<file path="src/sv/rwlq_pkg.sv">
// Shared types and constants for the reader-writer lock queue unit.
package rwlq_pkg;

	localparam int unsigned TASK_W  = 8;
	localparam int unsigned ENTRY_W = TASK_W + 1;

	typedef enum logic [2:0] {
		KIND_READ_LOCK    = 3'd0,
		KIND_TRY_READ     = 3'd1,
		KIND_READ_UNLOCK  = 3'd2,
		KIND_WRITE_LOCK   = 3'd3,
		KIND_TRY_WRITE    = 3'd4,
		KIND_WRITE_UNLOCK = 3'd5
	} kind_t;

	typedef enum logic [2:0] {
		ST_GRANTED  = 3'd0,
		ST_REFUSED  = 3'd1,
		ST_QUEUED   = 3'd2,
		ST_FULL     = 3'd3,
		ST_MISUSE   = 3'd4,
		ST_RELEASED = 3'd5
	} status_t;

	typedef struct packed {
		logic              writer;
		logic [TASK_W-1:0] task_id;
	} entry_t;

	typedef struct packed {
		status_t           status;
		logic              wake_valid;
		logic [TASK_W-1:0] wake_task;
	} result_t;

endpackage

</file>
<file path="src/sv/reader_writer_lock_queue_unit.sv">
// Top level of the reader-writer lock queue unit: request stage, queue memory, result register.
// Each request yields one result. The head entry of the wait queue is read from the
// synchronous queue memory when the request is taken and is held in its read register
// for the decision stage, where the lock state and queue pointers are updated and the
// result is loaded into the output register. A new request is taken once the previous
// one has left the decision stage, so only one request is in flight at a time; a
// stalled result holds the decision stage and, through it, the request side. Wake
// results report the task popped from the head of the queue; that task must send its
// request again.
module reader_writer_lock_queue_unit #(
	parameter int unsigned MAX_READERS = 255,
	parameter int unsigned QUEUE_DEPTH = 16,
	parameter int unsigned TASK_COUNT  = 256
) (
	input  logic        clk,
	input  logic        arst_n,
	input  logic        s_axis_tvalid,
	output logic        s_axis_tready,
	input  logic [7:0]  s_axis_tdata,   // task_id[7:0]
	input  logic [2:0]  s_axis_tuser,   // kind[2:0]
	output logic        m_axis_tvalid,
	input  logic        m_axis_tready,
	output logic [15:0] m_axis_tdata,   // status[2:0], wake_task[10:3], zero[15:11]
	output logic        m_axis_tuser    // wake_valid
);

	localparam int unsigned PW = $clog2(QUEUE_DEPTH);

	logic                        valid_s1;
	rwlq_pkg::kind_t             kind_s1;
	logic [rwlq_pkg::TASK_W-1:0] id_s1;
	logic                        out_valid_q;
	rwlq_pkg::result_t           out_q;
	rwlq_pkg::result_t           result;
	rwlq_pkg::entry_t            head_entry;
	rwlq_pkg::entry_t            wr_data;
	logic [PW-1:0]               head_addr, wr_addr;
	logic                        wr_en, accept, fire;

	assign s_axis_tready = !valid_s1;
	assign accept        = s_axis_tvalid && s_axis_tready;
	assign fire          = valid_s1 && (!out_valid_q || m_axis_tready);

	rwlq_mem #(
		.DEPTH(QUEUE_DEPTH),
		.WIDTH(rwlq_pkg::ENTRY_W)
	) u_mem (
		.clk     (clk),
		.wr_en   (wr_en),
		.wr_addr (wr_addr),
		.wr_data (wr_data),
		.rd_en   (accept),
		.rd_addr (head_addr),
		.rd_data (head_entry)
	);

	rwlq_core #(
		.MAX_READERS(MAX_READERS),
		.QUEUE_DEPTH(QUEUE_DEPTH),
		.TASK_COUNT (TASK_COUNT)
	) u_core (
		.clk        (clk),
		.arst_n     (arst_n),
		.fire       (fire),
		.kind       (kind_s1),
		.task_id    (id_s1),
		.head_entry (head_entry),
		.head_addr  (head_addr),
		.wr_en      (wr_en),
		.wr_addr    (wr_addr),
		.wr_data    (wr_data),
		.result     (result)
	);

	always_ff @(posedge clk or negedge arst_n) begin
		if (!arst_n) begin
			valid_s1 <= 1'b0;
		end else if (accept) begin
			valid_s1 <= 1'b1;
		end else if (fire) begin
			valid_s1 <= 1'b0;
		end
	end

	always_ff @(posedge clk) begin
		if (accept) begin
			kind_s1 <= rwlq_pkg::kind_t'(s_axis_tuser);
			id_s1   <= s_axis_tdata;
		end
	end

	always_ff @(posedge clk or negedge arst_n) begin
		if (!arst_n) begin
			out_valid_q <= 1'b0;
		end else if (fire) begin
			out_valid_q <= 1'b1;
		end else if (m_axis_tready) begin
			out_valid_q <= 1'b0;
		end
	end

	always_ff @(posedge clk) begin
		if (fire) begin
			out_q <= result;
		end
	end

	assign m_axis_tvalid = out_valid_q;
	assign m_axis_tdata  = {5'b0, out_q.wake_task, out_q.status};
	assign m_axis_tuser  = out_q.wake_valid;

	a_wake_released: assert property (@(posedge clk) disable iff (!arst_n)
		out_valid_q && out_q.wake_valid |-> out_q.status == rwlq_pkg::ST_RELEASED)
		else $error("wake reported on a request that released nothing");

	a_one_in_flight: assert property (@(posedge clk) disable iff (!arst_n)
		accept |=> valid_s1 && !accept)
		else $error("second request taken while one is in the decision stage");

	a_no_wake_task: assert property (@(posedge clk) disable iff (!arst_n)
		out_valid_q && !out_q.wake_valid |-> out_q.wake_task == '0)
		else $error("wake task set without a wake");

endmodule

</file>
<file path="src/sv/rwlq_mem.sv">
// Wait queue storage: one write port, one read port with registered data.
module rwlq_mem #(
	parameter int unsigned DEPTH = 16,
	parameter int unsigned WIDTH = 9
) (
	input  logic                     clk,
	input  logic                     wr_en,
	input  logic [$clog2(DEPTH)-1:0] wr_addr,
	input  logic [WIDTH-1:0]         wr_data,
	input  logic                     rd_en,
	input  logic [$clog2(DEPTH)-1:0] rd_addr,
	output logic [WIDTH-1:0]         rd_data
);

	logic [WIDTH-1:0] mem [DEPTH];

	always_ff @(posedge clk) begin
		if (wr_en) begin
			mem[wr_addr] <= wr_data;
		end
	end

	always_ff @(posedge clk) begin
		if (rd_en) begin
			rd_data <= mem[rd_addr];
		end
	end

endmodule

</file>
<file path="src/sv/rwlq_core.sv">
// Lock state registers, FIFO pointers and the per-request decision logic.
module rwlq_core #(
	parameter int unsigned MAX_READERS = 255,
	parameter int unsigned QUEUE_DEPTH = 16,
	parameter int unsigned TASK_COUNT  = 256
) (
	input  logic                           clk,
	input  logic                           arst_n,
	input  logic                           fire,
	input  rwlq_pkg::kind_t                kind,
	input  logic [rwlq_pkg::TASK_W-1:0]    task_id,
	input  rwlq_pkg::entry_t               head_entry,
	output logic [$clog2(QUEUE_DEPTH)-1:0] head_addr,
	output logic                           wr_en,
	output logic [$clog2(QUEUE_DEPTH)-1:0] wr_addr,
	output rwlq_pkg::entry_t               wr_data,
	output rwlq_pkg::result_t              result
);

	localparam int unsigned CW = $clog2(MAX_READERS + 1);
	localparam int unsigned PW = $clog2(QUEUE_DEPTH);
	localparam int unsigned FW = $clog2(QUEUE_DEPTH + 1);
	localparam logic [CW-1:0] CNT_MAX  = CW'(MAX_READERS);
	localparam logic [FW-1:0] FILL_MAX = FW'(QUEUE_DEPTH);
	localparam logic [PW-1:0] PTR_LAST = PW'(QUEUE_DEPTH - 1);

	logic [CW-1:0] count_q, count_d;
	logic          writer_q, writer_d;
	logic [PW-1:0] head_q, tail_q;
	logic [FW-1:0] fill_q;
	logic          push, pop;
	logic          read_ok, write_ok, id_ok, full, empty;

	assign read_ok  = !writer_q && (count_q != CNT_MAX);
	assign write_ok = !writer_q && (count_q == '0);
	assign id_ok    = 32'(task_id) < 32'(TASK_COUNT);
	assign full     = fill_q == FILL_MAX;
	assign empty    = fill_q == '0;

	always_comb begin
		count_d  = count_q;
		writer_d = writer_q;
		push     = 1'b0;
		pop      = 1'b0;
		wr_data  = '{writer: 1'b0, task_id: task_id};
		result.status = rwlq_pkg::ST_REFUSED;
		unique case (kind)
			rwlq_pkg::KIND_READ_LOCK: begin
				if (!id_ok) begin
					result.status = rwlq_pkg::ST_REFUSED;
				end else if (read_ok) begin
					count_d       = count_q + CW'(1);
					result.status = rwlq_pkg::ST_GRANTED;
				end else if (full) begin
					result.status = rwlq_pkg::ST_FULL;
				end else begin
					push          = 1'b1;
					result.status = rwlq_pkg::ST_QUEUED;
				end
			end
			rwlq_pkg::KIND_TRY_READ: begin
				if (id_ok && read_ok) begin
					count_d       = count_q + CW'(1);
					result.status = rwlq_pkg::ST_GRANTED;
				end
			end
			rwlq_pkg::KIND_READ_UNLOCK: begin
				if (writer_q || count_q == '0) begin
					result.status = rwlq_pkg::ST_MISUSE;
				end else begin
					count_d       = count_q - CW'(1);
					result.status = rwlq_pkg::ST_RELEASED;
					// full count: only a waiting reader can take the freed slot
					if (count_q == CNT_MAX) begin
						pop = !empty && !head_entry.writer;
					end else if (count_q == CW'(1)) begin
						pop = !empty;
					end
				end
			end
			rwlq_pkg::KIND_WRITE_LOCK: begin
				wr_data.writer = 1'b1;
				if (!id_ok) begin
					result.status = rwlq_pkg::ST_REFUSED;
				end else if (write_ok) begin
					writer_d      = 1'b1;
					result.status = rwlq_pkg::ST_GRANTED;
				end else if (full) begin
					result.status = rwlq_pkg::ST_FULL;
				end else begin
					push          = 1'b1;
					result.status = rwlq_pkg::ST_QUEUED;
				end
			end
			rwlq_pkg::KIND_TRY_WRITE: begin
				if (id_ok && write_ok) begin
					writer_d      = 1'b1;
					result.status = rwlq_pkg::ST_GRANTED;
				end
			end
			rwlq_pkg::KIND_WRITE_UNLOCK: begin
				if (!writer_q) begin
					result.status = rwlq_pkg::ST_MISUSE;
				end else begin
					writer_d      = 1'b0;
					result.status = rwlq_pkg::ST_RELEASED;
					pop           = !empty;
				end
			end
			default: begin
				result.status = rwlq_pkg::ST_REFUSED;
			end
		endcase
		result.wake_valid = pop;
		result.wake_task  = pop ? head_entry.task_id : '0;
	end

	assign head_addr = head_q;
	assign wr_en     = fire && push;
	assign wr_addr   = tail_q;

	always_ff @(posedge clk or negedge arst_n) begin
		if (!arst_n) begin
			count_q  <= '0;
			writer_q <= 1'b0;
			head_q   <= '0;
			tail_q   <= '0;
			fill_q   <= '0;
		end else if (fire) begin
			count_q  <= count_d;
			writer_q <= writer_d;
			if (push) begin
				tail_q <= (tail_q == PTR_LAST) ? '0 : tail_q + PW'(1);
				fill_q <= fill_q + FW'(1);
			end
			if (pop) begin
				head_q <= (head_q == PTR_LAST) ? '0 : head_q + PW'(1);
				fill_q <= fill_q - FW'(1);
			end
		end
	end

	a_fill_bound: assert property (@(posedge clk) disable iff (!arst_n)
		fill_q <= FILL_MAX)
		else $error("wait queue fill above depth");

	a_ptr_match: assert property (@(posedge clk) disable iff (!arst_n)
		(fill_q == '0 || fill_q == FILL_MAX) |-> head_q == tail_q)
		else $error("head and tail disagree with fill");

	a_exclusive: assert property (@(posedge clk) disable iff (!arst_n)
		writer_q |-> count_q == '0)
		else $error("writer and readers hold the lock together");

	a_push_pop: assert property (@(posedge clk) disable iff (!arst_n)
		fire && push |=> fill_q == $past(fill_q) + FW'(1))
		else $error("queued request not counted");

endmodule

</file>
<file path="config.mk">
export PLATFORM = sky130hd
export DESIGN_NAME = reader_writer_lock_queue_unit
export DESIGN_NICKNAME = d
export VERILOG_FILES = /design/src/sv/rwlq_pkg.sv /design/src/sv/reader_writer_lock_queue_unit.sv /design/src/sv/rwlq_mem.sv /design/src/sv/rwlq_core.sv
export SDC_FILE = /design/constraint.sdc
export NUM_CORES = 1
export LEC_CHECK = 0
export BUFFER_PORTS_ARGS = -buffer_cell sky130_fd_sc_hd__clkbuf_2
export CAP_MARGIN = 15
export CORE_UTILIZATION = 30
export CTS_BUF_LIST = sky130_fd_sc_hd__clkbuf_16
export DETAILED_ROUTE_END_ITERATION = 10
export GPL_ROUTABILITY_DRIVEN = 0
export PLACE_DENSITY_LB_ADDON = 0.1
export SLEW_MARGIN = 20
export SYNTH_ARGS = -nofsm -noshare
export SYNTH_HDL_FRONTEND = slang
export SYNTH_HIERARCHICAL = 1
export SYNTH_SLANG_ARGS = --single-unit
</file>
<file path="constraint.sdc">
create_clock -name clk -period 3.2 [get_ports clk]
set_clock_uncertainty 0.05 [all_clocks]
set_input_delay 0.64 -clock clk [delete_from_list [all_inputs] [get_ports clk]]
set_output_delay 0.64 -clock clk [all_outputs]
set_load 0.02 [all_outputs]
</file>
==> flow_summary.yaml <==
worst_setup_path:
  crit_path_kind: "flip-flop to flip-flop"
  regToRegSetupSlack_ns: 0.21
  startpoint_type: "flip-flop"
  r2r-end: "u_core/fill_q[4]$_DFFE_PN0P_"
  setup.worst_path.start: "u_core/count_q[0]$_DFFE_PN0P_"
  critical_path.max_stage_delay_ns: 0.50
  critical-path-slowest-cell: "or3b_2"
  critical_path_arrival_ns: 3.29
  cp-end-kind: "flip-flop"
  path_cells: "inv_1 -> ha_1 -> or3b_2 -> o211ai_2 -> a22oi_2 -> o211a_1 -> ha_1 -> a21o_1 -> a21oi_1 -> mux2i_1 -> xor2_1"
  cp-endpoint: "u_core/fill_q[4]$_DFFE_PN0P_"
  r2r_cells: 11
  r2r_start: "u_core/count_q[0]$_DFFE_PN0P_"
  worstPathMaxFanout: 5
  worst-endpoint-required_ns: 3.50
  cpMostUsedCell: "ha_1"
logic_synthesis:
  postSynthCellCount: 472
  synth_async_sr_flop_share: 0.120
  ys_dominant_reg_cell: "edfxtp_1"
  synth.cell_area_um2: 8380
  postSynthAreaPerCell_um2: 17.8
  synth.yosys.seq_area_share: 0.702
  number_of_synthesized_flops_with_an_enable_pin: 176
  synth-seq-cells: 200
  distinct_cells_synth: 71
  synth.yosys.warnings: 6
global_route:
  vias_in_the_first_global_route: 4374
  overall_track_demand_over_capacity_in_global_routing: 0.130
  maximum_number_of_pins_on_one_net_before_global_route_repair: 40
  grt_pass1_wl_um: 26800
  grt_remaining_overflow: 0
  antenna_violations_before_repair: 0
drt:
  detail_route.wirelength.met1_um: 8490
  wl_met3_um: 475
  first_pass_iters: 4
  routed.top_layer: "met4"
  vias_per_cell: 4.69
  remaining_drc_errors: 0
  drt.antenna.violating_nets: 0
  vias: 4238
  drt_iter0_drc: 239
  wl_met2_um: 8380
  drt-total-wl_um: 17600
  wire_per_inst_um: 19.5
finish:
  n_antenna_cell: 0
  num-nets-final: 543
  area_of_the_multi_input_gates_um2: 2220
  drive_above_1_share: 0.249
  num-fill-cells: 2619
  layout.cells.most_common: "edfxtp_1"
  sequential_cell_area_um2: 5890
  area_growth_syn_to_layout_pct: 13.7
  finalNonFillerCells: 903
  layout_common_cells: "edfxtp_1, nand2_1, clkbuf_2"
floorplan:
  core_region_area_um2: 27200
  die_h_um: 169
  starting_density_of_the_core: 0.308
  design.die.area_um2: 28600
  floorplan.die.width_um: 169
  rows: 60
  top_level_ports: 34
clock_network:
  ctsHtreeMaxLevel: 4
  tritoncts_clock_tree: "yes"
  worst_skew_pair.late_latency_ns: 0.44
  root_buffer: "clkbuf_16"
  maximum_clock_path_buffer_count: 2
  worst_setup_hold_path_clk_slew_ns: 0.08
  total_cts_buffers: 17
  clkSinkCount: 200
sta:
  final.period_utilization: 0.934
  finalSetupViolations: 0
  final.min_clock_period_ns: 2.99
  worst-slew-pin-transition_ns: 0.966
  timing_max_transition_violations_final: 0
  total_negative_setup_slack_ns: 0
  whs_ns: 0.191
  timing.slew.headroom: 0.354
  final-hold-violation-count: 0
  maxClockFrequency_ghz: 0.335
  setup_repair_after_global_routing_missed_its_margin: "no"
placed_design:
  dp_hpwl_um: 11500
  io_buffers: 28
  place.detailed.instances: 871
pwr:
  leakage_uw: 0.00328
  cellPowerDensity_nw_per_um2: 664
  peakVddDrop_mv: 0.277
worst_hold_path:
  type_of_the_most_critical_hold_path: "primary input to asynchronous set/reset pin"
outcome:
  status: "complete, no violations"
job:
  cap_viol_max_count: 0
## synthesized netlist by cell type (all sizes together) (2+ instances only)
master	count	share of area
xnor2	7	0.0073
o21ai	5	0.0030
clkbuf	5	0.0040
a31oi	5	0.0037
xor2	6	0.0063
mux2i	2	0.0024
or4	2	0.0022
dfrtp	24	0.072
nor4	3	0.0030
edfxtp	176	0.63
nor3	7	0.0048
o211ai	2	0.0024
ha	9	0.013
or3b	2	0.0021
nor2	18	0.0081
or3	2	0.0016
mux2	3	0.0049
mux4	36	0.10
a22oi	19	0.018
nand2	32	0.016
buf	24	0.025
o211a	2	0.0024
nand2b	6	0.0054
nor2b	5	0.0040
a21o	4	0.0037
inv	12	0.0054
a21oi	9	0.0054
nand3	10	0.0075
and2	10	0.0075
nand3b	3	0.0027
nand4	3	0.0022
## worst min path at each step
stage | start | to | cells past startpoint
floorplan | arst_n | m_axis_tvalid$_DFFE_PN0P_ | 0
global placement | u_core/head_addr[1]$_DFFE_PN0P_ | u_core/head_addr[1]$_DFFE_PN0P_ | 1
detailed placement | u_core/head_addr[1]$_DFFE_PN0P_ | u_core/head_addr[1]$_DFFE_PN0P_ | 1
CTS | arst_n | u_core/count_q[0]$_DFFE_PN0P_ | 1
global route | arst_n | u_core/count_q[0]$_DFFE_PN0P_ | 1
finish | arst_n | u_core/count_q[0]$_DFFE_PN0P_ | 1
## registers in the layout, summed over array words and instances, names as in the netlist
signal,cells
id_s1,8
kind_s1,3
m_axis_tdata,11
m_axis_tuser,1
m_axis_tvalid,1
u_core/count_q,8
u_core/fill_q,5
u_core/head_addr,4
u_core/wr_addr,4
u_core/writer_q,1
u_mem/mem,144
u_mem/rd_data,9
valid_s1,1
## metal layers
layer	vias up	track usage
li1	1942	-
met1	2212	0.177
met2	68	0.208
met3	16	0.0273
met4	0	0.0423
met5	-	0
## per-stage QoR
stage               instance area (µm²)  total power [µW]  setup slack, ns  utilization
floorplan                          8400              4030            0.234            -
detailed placement                 8940              4300            0.166        0.329
global route                       9530              6620          0.00278        0.351
global placement                   8940              4300            0.237        0.329
CTS                                9530              6430            0.120        0.351
finish                             9530              6330            0.212        0.351
## worst max-delay path: cells and delay by family (launching register included)
family,cells,cell delay (ns)
AOI/OAI and AO/OA,5,0.87
adders and majority gates,2,0.55
and+or+nand+nor,1,0.50
DFF,1,0.42
muxes,1,0.23
xor gates and xnor gates,1,0.15
buffers and inverters,1,0.13
## cells by family (layout without fill, tap and decap cells)
| logic type | count (synthesis) | after routing | synth area share |
|---|---|---|---|
| buf+inv | 42 | 97 | 0.0352 |
| flops | 200 | 200 | 0.702 |
| mux | 41 | 41 | 0.111 |
| xor+xnor | 13 | 13 | 0.0136 |
| compound gates | 55 | 55 | 0.0478 |
| fa+ha+maj | 10 | 10 | 0.0158 |
| other cells | 1 | 5 | 0.000447 |
| simple gates | 110 | 110 | 0.0741 |
## final cells by class
class,count,share of cell area
repair buffers,53,0.0344
well taps,372,0.0489
clock inverters,15,0.0164
multi-input cells,234,0.233
clock buffers,17,0.0447
inverters,12,0.00473
flip-flops and latches,200,0.618
## report_power, final
| group | internal, µW | switching [µW] | leakage (µW) |
|---|---|---|---|
| logic | 460 | 524 | 0.00109 |
| registers | 3020 | 224 | 0.00191 |
| clock network | 1040 | 1050 | 0.000279 |
## what timing repair did
action	CTS	global route
buffers inserted	0	0
hold buffers	0	0
endpoints found under the setup margin	0	1
resized for setup	0	1
No activity file was read; power rests on OpenSTA's default activity.
